===== src/hdl/rlre_pkg.sv =====
package rlre_pkg;

   localparam int CODE_WORD_BITS = 64;
   localparam int SYM_BITS       = 9;
   localparam int EST_BITS       = 10;
   localparam int K_BITS         = 4;
   localparam int NB_BITS        = 4;
   localparam int BV_BITS        = 10;
   localparam int CHANNELS       = 3;

   typedef struct packed {
      logic [7:0] red;
      logic [7:0] green;
      logic [7:0] blue;
      logic       final_pixel;
   } req_data_type;

   typedef struct packed {
      logic [CODE_WORD_BITS-1:0] code_word;
      logic                      run_end;
      logic                      stream_end;
   } rsp_data_type;

   typedef enum logic [1:0] {
      ST_IDLE,
      ST_CODE,
      ST_FLUSH,
      ST_DRAIN
   } state_type;

   localparam logic [1:0] CH_A    = 2'd0;
   localparam logic [1:0] CH_LUMA = 2'd1;
   localparam logic [1:0] CH_C    = 2'd2;

   typedef struct packed {
      logic       load_pixel;
      logic       load_sym;
      logic [1:0] sym_sel;
      logic       step;
      logic       flush;
      logic       drain;
   } cmd_type;

   typedef struct packed {
      logic sym_done;
      logic emit_block;
      logic final_pixel;
   } status_type;

   function automatic logic [K_BITS-1:0] rice_k(input logic [EST_BITS-1:0] est);
      logic [EST_BITS-1:0] v;
      logic [K_BITS-1:0]   k;
      v = (est >> 1) + EST_BITS'(1);
      k = '0;
      for (int i = 1; i < EST_BITS; i++) begin
         if (v[i]) begin
            k = K_BITS'(i);
         end
      end
      return k;
   endfunction

   function automatic logic [SYM_BITS-1:0] zigzag9(input logic [SYM_BITS-1:0] cur,
                                                   input logic [SYM_BITS-1:0] prev);
      logic [SYM_BITS-1:0] d;
      logic [SYM_BITS:0]   z;
      d = cur - prev;
      if (!d[SYM_BITS-1]) begin
         z = {d, 1'b0};
      end else begin
         z = 10'd1023 - {d, 1'b0};
      end
      return z[SYM_BITS-1:0];
   endfunction

   function automatic logic [EST_BITS-1:0] update_est(input logic [EST_BITS-1:0] est,
                                                      input logic [SYM_BITS-1:0] sym);
      logic [11:0] t;
      logic [11:0] s;
      t = {2'b00, sym, 1'b0} + 12'd1024 - {2'b00, est};
      s = {2'b00, est} + (t >> 2) + 12'd768;
      return s[EST_BITS-1:0];
   endfunction

endpackage


===== src/hdl/rlre_ctrl.sv =====
module rlre_ctrl (
   input  logic                 clock,
   input  logic                 reset,
   input  logic                 req_valid,
   output logic                 req_ready,
   input  rlre_pkg::status_type status,
   output rlre_pkg::cmd_type    cmd
);

   rlre_pkg::state_type state_ff, state_in;
   logic [1:0]          ch_ff, ch_in;

   always_ff @(posedge clock) begin
      if (reset) begin
         state_ff <= rlre_pkg::ST_IDLE;
         ch_ff    <= rlre_pkg::CH_A;
      end else begin
         state_ff <= state_in;
         ch_ff    <= ch_in;
      end
   end

   always_comb begin
      state_in  = state_ff;
      ch_in     = ch_ff;
      req_ready = 1'b0;
      cmd       = '0;
      unique case (state_ff)
         rlre_pkg::ST_IDLE: begin
            req_ready = 1'b1;
            if (req_valid) begin
               cmd.load_pixel = 1'b1;
               ch_in          = rlre_pkg::CH_A;
               state_in       = rlre_pkg::ST_CODE;
            end
         end
         rlre_pkg::ST_CODE: begin
            cmd.step = 1'b1;
            if (status.sym_done) begin
               if (ch_ff == rlre_pkg::CH_C) begin
                  state_in = status.final_pixel ? rlre_pkg::ST_FLUSH : rlre_pkg::ST_DRAIN;
               end else begin
                  cmd.load_sym = 1'b1;
                  cmd.sym_sel  = ch_ff + 2'd1;
                  ch_in        = ch_ff + 2'd1;
               end
            end
         end
         rlre_pkg::ST_FLUSH: begin
            cmd.flush = 1'b1;
            if (!status.emit_block) begin
               state_in = rlre_pkg::ST_DRAIN;
            end
         end
         rlre_pkg::ST_DRAIN: begin
            cmd.drain = 1'b1;
            if (!status.emit_block) begin
               state_in = rlre_pkg::ST_IDLE;
            end
         end
         default: begin
            state_in = rlre_pkg::ST_IDLE;
         end
      endcase
   end

endmodule


===== config.mk =====
export PLATFORM = sky130hd
export DESIGN_NAME = rlre_ctrl
export DESIGN_NICKNAME = d
export VERILOG_FILES = /design/src/hdl/rlre_pkg.sv /design/src/hdl/rlre_ctrl.sv
export SDC_FILE = /design/constraint.sdc
export NUM_CORES = 1
export LEC_CHECK = 0
export ABC_AREA = 1
export BUFFER_PORTS_ARGS = -buffer_cell sky130_fd_sc_hd__buf_2
export CAP_MARGIN = 20
export CELL_PAD_IN_SITES_DETAIL_PLACEMENT = 0
export CELL_PAD_IN_SITES_GLOBAL_PLACEMENT = 1
export CORE_AREA = 3 3 40 42
export DETAILED_ROUTE_END_ITERATION = 10
export DIE_AREA = 0 0 43 45
export PLACE_DENSITY = 0.65
export SYNTH_ARGS = -nofsm -noshare
export SYNTH_HDL_FRONTEND = slang
export SYNTH_SLANG_ARGS = --single-unit

===== constraint.sdc =====
create_clock -name clock -period 1.9 [get_ports clock]
set_input_delay 0.285 -clock clock [delete_from_list [all_inputs] [get_ports clock]]
set_output_delay 0.285 -clock clock [all_outputs]
set_load 0.005 [all_outputs]

==> run summary <==
Run status - completed
Post-Place Worst Slack - 0.477 ns
Total congestion overflow - 0
Delay of the slowest critical-path stage - 0.42 ns
Required time reported for the critical path endpoint - 1.62 ns
Cell family with most CP delay - flip-flops
Simple logic cell fraction of the synthesized area - 0.328
DR pass1 iterations - 2
Final weighted congestion in routability-driven placement - 0.750
Count of endpoints failing hold in the final timing report - 0
Fraction of post-synthesis cell area in the top cell type by area - 0.270
Vias per std cell - 4.06
Sequential area share after synthesis - 0.216
Antenna Violating Nets Remaining - 0
Number of synthesized flops with an enable pin - 0
Remaining DRCs - 0
Setup repair after global routing missed its margin - no
Core footprint - 1280 sq um
Maximum clock frequency - 631 MHz
CTS tree - yes
Number of cells on the critical path - 4
Number of top-level pins - 14
H-tree levels - 1
Min-Delay Path Class - in -> reg
Cell type with the highest aggregate area in the netlist - sky130_fd_sc_hd__ha_1
R2R cell count - 8
Antenna diodes - 0
Dominant cells by area after synthesis - sky130_fd_sc_hd__ha_1 27%, sky130_fd_sc_hd__dfxtp_1 22%, sky130_fd_sc_hd__nand2_1 16%
Number of CTS-inserted buffers - 3
Clock skew after layout - 0.00239 ns
Number of buffers inserted by port buffering - 13
Power density normalized to cell area - 1480 nW/um^2
Tmin final - 1.58 ns
Via count of the first global-routing pass - 335
Total Routing Usage GR - 0.0916
Data arrival time of the critical path - 1.30 ns
Hold-fix buffer count after cts - 0
Share of the clock period used by the worst path - 0.834
Number of placed instances, taps included - 87
Pin count of the biggest net entering global routing - 8
Root cell of the clock tree - sky130_fd_sc_hd__clkbuf_4
Crit path launch type - flop
Post-synthesis adder-cell area fraction - 0.270
Fraction of layout cells with a size suffix above 1 - 0.240
Max-cap violations - 0
Number of placement rows - 13
Initial Util - 0.288
# setup viols final - 0
Clock transition at the registers of the reported paths - 0.04 ns
Final Instance Count excl. Fillers - 90
Routed wire length on met2 - 301 um
Main combinational cell family by area after synthesis - simple AND/OR/NAND/NOR gates
Setup fix buffers added after clock tree synthesis - 0
Placed wire-length estimate - 603 um
Mux cell area share after synthesis - 0
Horizontal extent of the die - 43 um
Number of nets in the synthesized netlist - 73
Routed length per placed instance - 7.84 um
Register bit count reported by yosys - 4
Dominant cell by count in the synthesized netlist - sky130_fd_sc_hd__nand2_1
Layout overhead on the synthesized area - 28.7%
Leak Pwr - 0.289 nW
Cells after synthesis - 59
Fraction of registers with async set or reset after synthesis - 0
Pins over their slew limit - 0
Area of the die - 1940 sq um
Total Power Consumption - 0.705 mW
Post-CTS Resized - 0
Final net count - 91
List of cells traversed by the critical path - ha_1 -> nand2_1 -> nor2_1 -> buf_2
Transition time of the tightest slew-check pin - 0.227 ns
Leading cell types by count after synthesis - 16 x sky130_fd_sc_hd__nand2_1, 13 x sky130_fd_sc_hd__inv_1, 9 x sky130_fd_sc_hd__nor2_1, 8 x sky130_fd_sc_hd__ha_1, 4 x sky130_fd_sc_hd__dfxtp_1
Starting DRC count in detailed routing - 1
Highest layer used for signal routing - met4
Via Count - 365
Worst-Skew Late Latency - 0.23 ns
Most instantiated flip-flop cell in the synthesis netlist - sky130_fd_sc_hd__dfxtp_1
Number of warnings issued by yosys - 0
Routed length on met3 - 48 um
Global-route wire length before repair - 1260 um
Die Y-Extent - 45 um
Critical path class - reg -> out
Detailed-routing wirelength on met1 - 315 um
Worst Hold Path Cells - 2
Relative slew slack - 0.848
Fin worst setup slack - 0.316 ns
Summed instance area of the synthesized netlist - 370 sq um
Share of the synthesized area in compound gates (AO/OA/AOI/OAI) - 0.0541
Final sum of negative setup slack - 0 ns
CP max-delay cell - sky130_fd_sc_hd__dfxtp_1
Number of distinct library cells after synthesis - 12
Number of antenna violations at the first check in global routing - 0
Buffers from clock root to sink, at most - 2
Sink Count - 4
Critical path peak fanout - 7
Maximum vdd ir drop - 0.000513 V
Final wirelength - 706 um
Mapped Avg Cell Area - 6.28 sq um
Post-synthesis share of cell area spent on xor and xnor gates - 0
Count of buffering cells on the critical path with inverters included - 1
Endpoint kind of the worst setup timing path - output port
-- routing by layer --
layer,vias up,track usage
li1,207,-
met1,143,0.101
met2,10,0.129
met3,5,0.0159
met4,0,0.127
met5,-,0
-- registers in the layout, indices dropped and copies added (netlist names) --
signal and count:
ch_ff 2, state_ff 2
-- where the power goes --
part	switching [mW]	internal [mW]
combinational	0.257	0.180
sequential	0.0408	0.124
clock	0.0321	0.0704
total	0.330	0.375
-- final timing paths --
path	startpoint	end	slack [ns]
min	reset	state_ff[0]	0.22
max	state_ff[0]	cmd[5]	0.32
min reg2reg	ch_ff[0]	ch_ff[0]	0.50
max reg2reg	state_ff[0]	ch_ff[1]	0.48
-- layout make-up --
cell class                 count  area, sq um
inverter                      13         48.8
fill                         154          808
multi-input combinational     42          241
tap                           15         18.8
clock buffer                   3         22.5
sequential                     4         80.1
timing repair buffer          13         65.1
-- cell families (layout without fill, tap and decap cells) --
| kind of cell | after synthesis | count (layout) |
|---|---|---|
| simple gates | 30 | 30 |
| buf+inv | 13 | 29 |
| fa+ha+maj | 8 | 8 |
| compound gates | 4 | 4 |
| flops | 4 | 4 |
-- per-stage QoR --
| stage | cell area [sq um] | utilization | hold WS (ns) |
|---|---|---|---|
| global route | 477 | 0.371 | 0.213 |
| floorplan | 370 | - | 0.354 |
| CTS | 477 | 0.371 | 0.207 |
| finish | 477 | 0.371 | 0.216 |
| detailed placement | 454 | 0.353 | 0.460 |
| global placement | 454 | 0.353 | 0.458 |
-- cells in the final DEF (no fill, tap or decap) --
cell                       instances
sky130_fd_sc_hd__nor2_1            9
sky130_fd_sc_hd__nand2_2           1
sky130_fd_sc_hd__o21ai_1           1
sky130_fd_sc_hd__dfxtp_1           4
sky130_fd_sc_hd__o21ai_0           2
sky130_fd_sc_hd__nand3_1           2
sky130_fd_sc_hd__nor2_2            1
sky130_fd_sc_hd__a21oi_1           1
sky130_fd_sc_hd__nand2_1          16
sky130_fd_sc_hd__nor3_1            1
sky130_fd_sc_hd__inv_1            13
sky130_fd_sc_hd__buf_2            13
sky130_fd_sc_hd__ha_1              8
sky130_fd_sc_hd__clkbuf_4          3
No activity file was read; power rests on OpenSTA's default activity.
