**config.mk**
```make
export PLATFORM = sky130hd
export DESIGN_NAME = rlre_datapath
export DESIGN_NICKNAME = d
export VERILOG_FILES = /design/src/hdl/rlre_pkg.sv /design/src/hdl/rlre_datapath.sv
export SDC_FILE = /design/constraint.sdc
export NUM_CORES = 1
export LEC_CHECK = 0
export ABC_AREA = 1
export BUFFER_PORTS_ARGS = -buffer_cell sky130_fd_sc_hd__buf_2
export CAP_MARGIN = 20
export CORE_AREA = 2 2 278 143
export DETAILED_ROUTE_END_ITERATION = 10
export DIE_AREA = 0 0 280 145
export MAX_ROUTING_LAYER = met4
export PLACE_DENSITY = 0.69
export SLEW_MARGIN = 20
export SYNTH_ARGS = -nofsm -noshare
export SYNTH_HDL_FRONTEND = slang
export SYNTH_SLANG_ARGS = --single-unit
```
**constraint.sdc**
```tcl
create_clock -name clock -period 7.35 [get_ports clock]
set_input_delay 1.47 -clock clock [delete_from_list [all_inputs] [get_ports clock]]
set_output_delay 1.47 -clock clock [all_outputs]
set_load 0.01 [all_outputs]
```
**src/hdl/rlre_pkg.sv**
```systemverilog
package rlre_pkg;

   localparam int CODE_WORD_BITS = 64;
   localparam int SYM_BITS       = 9;
   localparam int EST_BITS       = 10;
   localparam int K_BITS         = 4;
   localparam int NB_BITS        = 4;
   localparam int BV_BITS        = 10;
   localparam int CHANNELS       = 3;

   typedef struct packed {
      logic [7:0] red;
      logic [7:0] green;
      logic [7:0] blue;
      logic       final_pixel;
   } req_data_type;

   typedef struct packed {
      logic [CODE_WORD_BITS-1:0] code_word;
      logic                      run_end;
      logic                      stream_end;
   } rsp_data_type;

   typedef enum logic [1:0] {
      ST_IDLE,
      ST_CODE,
      ST_FLUSH,
      ST_DRAIN
   } state_type;

   localparam logic [1:0] CH_A    = 2'd0;
   localparam logic [1:0] CH_LUMA = 2'd1;
   localparam logic [1:0] CH_C    = 2'd2;

   typedef struct packed {
      logic       load_pixel;
      logic       load_sym;
      logic [1:0] sym_sel;
      logic       step;
      logic       flush;
      logic       drain;
   } cmd_type;

   typedef struct packed {
      logic sym_done;
      logic emit_block;
      logic final_pixel;
   } status_type;

   function automatic logic [K_BITS-1:0] rice_k(input logic [EST_BITS-1:0] est);
      logic [EST_BITS-1:0] v;
      logic [K_BITS-1:0]   k;
      v = (est >> 1) + EST_BITS'(1);
      k = '0;
      for (int i = 1; i < EST_BITS; i++) begin
         if (v[i]) begin
            k = K_BITS'(i);
         end
      end
      return k;
   endfunction

   function automatic logic [SYM_BITS-1:0] zigzag9(input logic [SYM_BITS-1:0] cur,
                                                   input logic [SYM_BITS-1:0] prev);
      logic [SYM_BITS-1:0] d;
      logic [SYM_BITS:0]   z;
      d = cur - prev;
      if (!d[SYM_BITS-1]) begin
         z = {d, 1'b0};
      end else begin
         z = 10'd1023 - {d, 1'b0};
      end
      return z[SYM_BITS-1:0];
   endfunction

   function automatic logic [EST_BITS-1:0] update_est(input logic [EST_BITS-1:0] est,
                                                      input logic [SYM_BITS-1:0] sym);
      logic [11:0] t;
      logic [11:0] s;
      t = {2'b00, sym, 1'b0} + 12'd1024 - {2'b00, est};
      s = {2'b00, est} + (t >> 2) + 12'd768;
      return s[EST_BITS-1:0];
   endfunction

endpackage

```
**src/hdl/rlre_datapath.sv**
```systemverilog
module rlre_datapath #(
   parameter int WORD_BITS = 64
) (
   input  logic                   clock,
   input  logic                   reset,
   input  rlre_pkg::req_data_type req_data,
   input  rlre_pkg::cmd_type      cmd,
   output rlre_pkg::status_type   status,
   output logic                   rsp_valid,
   input  logic                   rsp_ready,
   output rlre_pkg::rsp_data_type rsp_data
);

   localparam int FreeWidth = $clog2(WORD_BITS + 1);
   localparam logic [FreeWidth-1:0] FullCount = FreeWidth'(WORD_BITS);

   logic [rlre_pkg::SYM_BITS-1:0] prev_a_ff, prev_a_in;
   logic [rlre_pkg::SYM_BITS-1:0] prev_l_ff, prev_l_in;
   logic [rlre_pkg::SYM_BITS-1:0] prev_c_ff, prev_c_in;
   logic [rlre_pkg::EST_BITS-1:0] est_ff [rlre_pkg::CHANNELS];
   logic [rlre_pkg::EST_BITS-1:0] est_in [rlre_pkg::CHANNELS];
   logic [rlre_pkg::SYM_BITS-1:0] sym_ff [rlre_pkg::CHANNELS];
   logic [rlre_pkg::SYM_BITS-1:0] sym_in [rlre_pkg::CHANNELS];
   logic                          final_ff, final_in;
   logic [WORD_BITS-1:0]          acc_ff, acc_in;
   logic [FreeWidth-1:0]          free_ff, free_in;
   logic [rlre_pkg::SYM_BITS-1:0] zrem_ff, zrem_in;
   logic [rlre_pkg::BV_BITS-1:0]  bv_ff, bv_in;
   logic [rlre_pkg::NB_BITS-1:0]  nb_ff, nb_in;
   logic                          pend_valid_ff, pend_valid_in;
   logic [WORD_BITS-1:0]          pend_word_ff, pend_word_in;
   logic                          pend_stream_ff, pend_stream_in;
   logic                          rsp_valid_ff, rsp_valid_in;
   rlre_pkg::rsp_data_type        rsp_data_ff, rsp_data_in;

   logic signed [10:0]            a_s, c_s, sum_s;
   logic [rlre_pkg::SYM_BITS-1:0] ua, ul, uc;
   logic [rlre_pkg::SYM_BITS-1:0] s0, s1, s2;
   logic [rlre_pkg::SYM_BITS-1:0] sel_sym;
   logic [rlre_pkg::EST_BITS-1:0] sel_est;
   logic [1:0]                    sel_idx;
   logic [rlre_pkg::K_BITS-1:0]   k;
   logic [rlre_pkg::SYM_BITS-1:0] sym_mask;
   logic [rlre_pkg::SYM_BITS-1:0] zrem_set;
   logic [rlre_pkg::BV_BITS-1:0]  bv_set;
   logic [rlre_pkg::NB_BITS-1:0]  nb_set;
   logic                          load_any;

   logic                          zero_phase;
   logic [rlre_pkg::SYM_BITS-1:0] free_ext;
   logic [rlre_pkg::SYM_BITS-1:0] take_z;
   logic [FreeWidth-1:0]          nb_ext, take_b;
   logic [rlre_pkg::NB_BITS-1:0]  take_b4;
   logic [FreeWidth-1:0]          take;
   logic [FreeWidth-1:0]          free_after;
   logic [rlre_pkg::BV_BITS-1:0]  chunk;
   logic [WORD_BITS-1:0]          placed;
   logic [WORD_BITS-1:0]          word_now;
   logic                          full;
   logic                          out_free;
   logic                          emit_block;
   logic                          step_go, flush_go, drain_go, emit;
   logic [WORD_BITS-1:0]          emit_word;
   logic                          out_load;

   always_ff @(posedge clock) begin
      if (reset) begin
         prev_a_ff     <= '0;
         prev_l_ff     <= '0;
         prev_c_ff     <= '0;
         for (int i = 0; i < rlre_pkg::CHANNELS; i++) begin
            est_ff[i] <= '0;
         end
         acc_ff        <= '0;
         free_ff       <= FullCount;
         pend_valid_ff <= 1'b0;
         rsp_valid_ff  <= 1'b0;
      end else begin
         prev_a_ff     <= prev_a_in;
         prev_l_ff     <= prev_l_in;
         prev_c_ff     <= prev_c_in;
         for (int i = 0; i < rlre_pkg::CHANNELS; i++) begin
            est_ff[i] <= est_in[i];
         end
         acc_ff        <= acc_in;
         free_ff       <= free_in;
         pend_valid_ff <= pend_valid_in;
         rsp_valid_ff  <= rsp_valid_in;
      end
   end

   always_ff @(posedge clock) begin
      for (int i = 0; i < rlre_pkg::CHANNELS; i++) begin
         sym_ff[i] <= sym_in[i];
      end
      final_ff       <= final_in;
      zrem_ff        <= zrem_in;
      bv_ff          <= bv_in;
      nb_ff          <= nb_in;
      pend_word_ff   <= pend_word_in;
      pend_stream_ff <= pend_stream_in;
      rsp_data_ff    <= rsp_data_in;
   end

   always_comb begin
      a_s   = $signed({3'b000, req_data.red}) - $signed({3'b000, req_data.green});
      c_s   = $signed({3'b000, req_data.blue}) - $signed({3'b000, req_data.green});
      sum_s = a_s + c_s + 11'sd512;
      ua    = a_s[rlre_pkg::SYM_BITS-1:0];
      uc    = c_s[rlre_pkg::SYM_BITS-1:0];
      ul    = {1'b0, req_data.green} + {1'b0, sum_s[9:2]} - 9'd128;
      s0    = rlre_pkg::zigzag9(ua, prev_a_ff);
      s1    = rlre_pkg::zigzag9(ul, prev_l_ff);
      s2    = rlre_pkg::zigzag9(uc, prev_c_ff);
   end

   always_comb begin
      if (cmd.load_pixel) begin
         sel_idx = rlre_pkg::CH_A;
         sel_sym = s0;
      end else begin
         sel_idx = cmd.sym_sel;
         case (cmd.sym_sel)
            rlre_pkg::CH_LUMA: sel_sym = sym_ff[1];
            rlre_pkg::CH_C:    sel_sym = sym_ff[2];
            default:           sel_sym = sym_ff[0];
         endcase
      end
      case (sel_idx)
         rlre_pkg::CH_LUMA: sel_est = est_ff[1];
         rlre_pkg::CH_C:    sel_est = est_ff[2];
         default:           sel_est = est_ff[0];
      endcase
      k        = rlre_pkg::rice_k(sel_est);
      sym_mask = rlre_pkg::SYM_BITS'((10'd1 << k) - 10'd1);
      zrem_set = sel_sym >> k;
      bv_set   = (10'd1 << k) | {1'b0, sel_sym & sym_mask};
      nb_set   = k + 4'd1;
      load_any = cmd.load_pixel || cmd.load_sym;
   end

   always_comb begin
      zero_phase = (zrem_ff != '0);
      free_ext   = rlre_pkg::SYM_BITS'(free_ff);
      take_z     = (zrem_ff < free_ext) ? zrem_ff : free_ext;
      nb_ext     = FreeWidth'(nb_ff);
      take_b     = (nb_ext < free_ff) ? nb_ext : free_ff;
      take_b4    = rlre_pkg::NB_BITS'(take_b);
      take       = zero_phase ? FreeWidth'(take_z) : take_b;
      free_after = free_ff - take;
      chunk      = (bv_ff >> (nb_ff - take_b4)) & ((10'd1 << take_b4) - 10'd1);
      placed     = WORD_BITS'(chunk) << (free_ff - take_b);
      word_now   = zero_phase ? acc_ff : (acc_ff | placed);
      full       = (free_after == '0);
      out_free   = !rsp_valid_ff || rsp_ready;
      emit_block = pend_valid_ff && !out_free;
      step_go    = cmd.step && !(full && emit_block);
      flush_go   = cmd.flush && !emit_block;
      drain_go   = cmd.drain && pend_valid_ff && out_free;
      emit       = (step_go && full) || flush_go;
      emit_word  = flush_go ? acc_ff : word_now;
      out_load   = (emit && pend_valid_ff) || drain_go;
   end

   always_comb begin
      prev_a_in      = prev_a_ff;
      prev_l_in      = prev_l_ff;
      prev_c_in      = prev_c_ff;
      for (int i = 0; i < rlre_pkg::CHANNELS; i++) begin
         est_in[i] = est_ff[i];
         sym_in[i] = sym_ff[i];
      end
      final_in       = final_ff;
      acc_in         = acc_ff;
      free_in        = free_ff;
      zrem_in        = zrem_ff;
      bv_in          = bv_ff;
      nb_in          = nb_ff;
      pend_valid_in  = pend_valid_ff;
      pend_word_in   = pend_word_ff;
      pend_stream_in = pend_stream_ff;
      rsp_valid_in   = rsp_valid_ff && !rsp_ready;
      rsp_data_in    = rsp_data_ff;

      if (step_go) begin
         acc_in  = full ? '0 : word_now;
         free_in = full ? FullCount : free_after;
         if (zero_phase) begin
            zrem_in = zrem_ff - take_z;
         end else begin
            nb_in = nb_ff - take_b4;
         end
      end

      if (load_any) begin
         zrem_in = zrem_set;
         bv_in   = bv_set;
         nb_in   = nb_set;
         for (int i = 0; i < rlre_pkg::CHANNELS; i++) begin
            if (sel_idx == 2'(i)) begin
               est_in[i] = rlre_pkg::update_est(sel_est, sel_sym);
            end
         end
      end

      if (cmd.load_pixel) begin
         sym_in[0] = s0;
         sym_in[1] = s1;
         sym_in[2] = s2;
         prev_a_in = ua;
         prev_l_in = ul;
         prev_c_in = uc;
         final_in  = req_data.final_pixel;
      end

      if (flush_go) begin
         acc_in    = '0;
         free_in   = FullCount;
         prev_a_in = '0;
         prev_l_in = '0;
         prev_c_in = '0;
         for (int i = 0; i < rlre_pkg::CHANNELS; i++) begin
            est_in[i] = '0;
         end
      end

      if (emit) begin
         pend_valid_in  = 1'b1;
         pend_word_in   = emit_word;
         pend_stream_in = flush_go;
      end else if (drain_go) begin
         pend_valid_in = 1'b0;
      end

      if (out_load) begin
         rsp_valid_in           = 1'b1;
         rsp_data_in.code_word  = rlre_pkg::CODE_WORD_BITS'(pend_word_ff);
         rsp_data_in.run_end    = drain_go;
         rsp_data_in.stream_end = drain_go && pend_stream_ff;
      end
   end

   assign status.sym_done    = step_go && !zero_phase && (take_b4 == nb_ff);
   assign status.emit_block  = emit_block;
   assign status.final_pixel = final_ff;
   assign rsp_valid          = rsp_valid_ff;
   assign rsp_data           = rsp_data_ff;

   a_free_range: assert property (@(posedge clock) disable iff (reset)
      (free_ff != '0) && (free_ff <= FullCount))
      else $error("free bit count out of range");

   a_stream_end_run_end: assert property (@(posedge clock) disable iff (reset)
      rsp_valid_ff && rsp_data_ff.stream_end |-> rsp_data_ff.run_end)
      else $error("stream end without run end");

   a_flush_clears: assert property (@(posedge clock) disable iff (reset)
      flush_go |=> (free_ff == FullCount) && (acc_ff == '0))
      else $error("flush did not clear the accumulator");

   a_load_empty_pend: assert property (@(posedge clock) disable iff (reset)
      cmd.load_pixel |-> !pend_valid_ff)
      else $error("pixel loaded with a word still pending");

endmodule

```
==> run_results.csv <==
group,metric,value,unit
outcome,outcome,"finished clean",
floorplanning,core_area,38200,µm²
synthesis,ys.flop_type,"edfxtp_1",
timing,min_period_over_period,0.939,
timing,slew_headroom,0.405,
synthesis,ys_seq_area_frac,0.429,
synthesis,yosys_register_bits,312,
clocking,clockRootBuffer,"clkbuf_16",
clocking,htree_levels,1,
critical_path,reg2reg_from,"free_ff[1]",
clocking,clk_latency,0.60,ns
synthesis,post_synth_num_cell_types,59,
detailed_routing,drt_first_iter_violations,1580,
critical_path,crit_start,"free_ff[1]",
synthesis,synth_commonest_cells,"nand2_1, inv_1, nand3_1",
timing,skew,0.0207,ns
run,cap_violations,0,
placed_design,place_congestion,0.941,
grt,grt_pass1_vias,14600,
synthesis,synthDominantCellAreaShare,0.291,
floorplanning,die_area,40600,µm²
grt,overflow,0,
critical_path,cp_max_fo,19,
detailed_routing,antenna_left,0,
synthesis,synthesis.area,18800,µm²
layout,syn_to_final_growth,12.0,%
timing,worst_slew_pin_slew,0.893,ns
timing,min_period,6.90,ns
layout,nFillCells,3455,
critical_path,ff2ff_setup_slack,1.64,ns
timing,finalMaxSlewViolations,0,
synthesis,synth.avg_cell_area,8.28,µm²
layout,drive_gt1_frac,0.134,
clocking,clock-sinks,312,
synthesis,syn_nets,2457,
synthesis,synth_top_area_cell,"edfxtp_1",
grt,grt_max_degree,67,
detailed_routing,routed_via_density,5.46,
timing,max_freq,0.145,GHz
timing,hold_violations,0,
critical_path,worstSetupPathType,"flop to primary output",
critical_path,crit_path_top_delay_cell,"dfxtp_1",
layout,diodes,0,
grt,grt_first_pass_wirelength,79.6,mm
critical_path,crit_cells,26,
synthesis,async_flop_share,0,
placed_design,placed_cell_area,20100,µm²
timing,finalSetupViolations,0,
hold_path,hold_class,"flop to flop",
clocking,clockBufferDepth,3,
synthesis,synth_edf_count,182,
hold_path,hold_depth,0,
critical_path,r2r.worst_path.cells,25,
floorplanning,die_w,280,µm
critical_path,end_kind,"primary output",
clocking,clk_pin_slew_worst_paths,0.07,ns
placed_design,dpl.hpwl,38.3,mm
placed_design,io_buffers,104,
hold_path,hp-start,"pend_word_ff[57]",
grt,antenna_found_initial,0,
layout,final_nets,2577,
detailed_routing,vias,15900,
floorplanning,ios,105,
floorplanning,die_h,145,µm
grt,grtUsageTotal,0.253,
floorplanning,rows,51,
detailed_routing,wire_per_inst,17.1,µm
floorplanning,initial_core_util,0.492,
detailed_routing,routed_wl,49.9,mm
critical_path,worstSetupStartpointType,"flop",
clocking,cts_tree,"built",
detailed_routing,drc,0,
synthesis,synth_warnings,0,
critical_path,path_buf_inv,5,
critical_path,path_common_cell,"nand2_1",
clocking,holdBufCountCts,0,
clocking,numCtsBuffers,29,
layout,fin_area,21100,µm²
critical_path,cp.arrival,5.43,ns
synthesis,yosysMostFrequentCell,"nand2_1",
synthesis,synthTopCellsByArea,"edfxtp_1, dfxtp_1, ha_1",
detailed_routing,firstDrtPassIters,6,
critical_path,critPathTopFamily,"simple AND/OR/NAND/NOR gates",
critical_path,crit_path_max_incr_delay,0.47,ns
synthesis,synth_cells,2271,
critical_path,cp.required,5.88,ns
state kept, by name, indices dropped and copies added, names as in the netlist, 9 cells and up:
register / flops
prev_c_ff: 9
zrem_ff: 9
est_ff: 30
prev_l_ff: 9
rsp_data: 66
pend_word_ff: 64
bv_ff: 10
sym_ff: 27
acc_ff: 64
prev_a_ff: 9
cell usage in the layout (no fill, tap or decap), types with 11 or more instances in the layout:
cell type / n
nand4_1: 36
fa_1: 12
nand2_2: 23
nand3_2: 12
buf_2: 104
o21ai_2: 12
clkbuf_16: 29
dfxtp_1: 130
xnor2_1: 27
inv_1: 305
nor2_2: 11
ha_1: 139
o21ai_1: 22
inv_2: 16
a21oi_1: 188
o21bai_1: 12
xor2_1: 61
nand3_1: 236
buf_4: 63
nand2_1: 444
edfxtp_1: 182
nor2_1: 121
o21ai_0: 108
routing by layer:
layer,global-route usage,share of wire,vias to the layer above,wire [µm]
met3,0.0692,0.11,45,5500
met1,0.417,0.53,7446,26200
met5,-,0,-,0
met4,0.0299,0.010,0,503
met2,0.304,0.35,626,17700
li1,-,-,7813,-
what timing repair did:
item,in CTS,in global routing
buffers inserted,0,1
resized for setup,0,10
endpoints found under the setup margin,0,13
kinds of logic after synthesis:
| kind of cell | count (synthesis) | share of synthesized area |
|---|---|---|
| and+or+nand+nor | 922 | 0.222 |
| AOI/OAI and AO/OA | 387 | 0.115 |
| xor gates and xnor gates | 92 | 0.0446 |
| DFF | 312 | 0.429 |
| buffers and inverters | 407 | 0.0843 |
| adders and majority gates | 151 | 0.105 |
worst paths after layout:
kind / to
max reg2reg: rsp_data[23]
min reg2reg: rsp_data[59]
min: rsp_data[59]
max: status[2]
per-stage QoR:
stage	setup WS, ns	util	hold slack, ns	setup TNS (ns)	cells
after detailed placement	-0.347	0.526	0.405	-3.05	2862
after floorplan	0.448	-	0.400	0	2271
after global placement	-0.0812	0.526	0.402	-0.303	2862
after CTS	0.254	0.550	0.412	0	2916
after global routing	-0.0376	0.551	0.427	-0.129	2917
final	0.449	0.551	0.416	0	2917
area by class of cell:
class / instances / area [µm²] / share of cell area
flip-flops and latches: 312 / 8070 / 0.383
repair buffers: 167 / 993 / 0.0472
inverters: 329 / 1240 / 0.0589
clock buffers: 39 / 773 / 0.0367
clock inverters: 15 / 165 / 0.00784
well taps: 503 / 629 / 0.0299
multi-input cells: 1552 / 9200 / 0.437
Power is left out: the tool's default activity adds up to more than one toggle a clock period on the data nets, which glitch-free logic cannot reach.
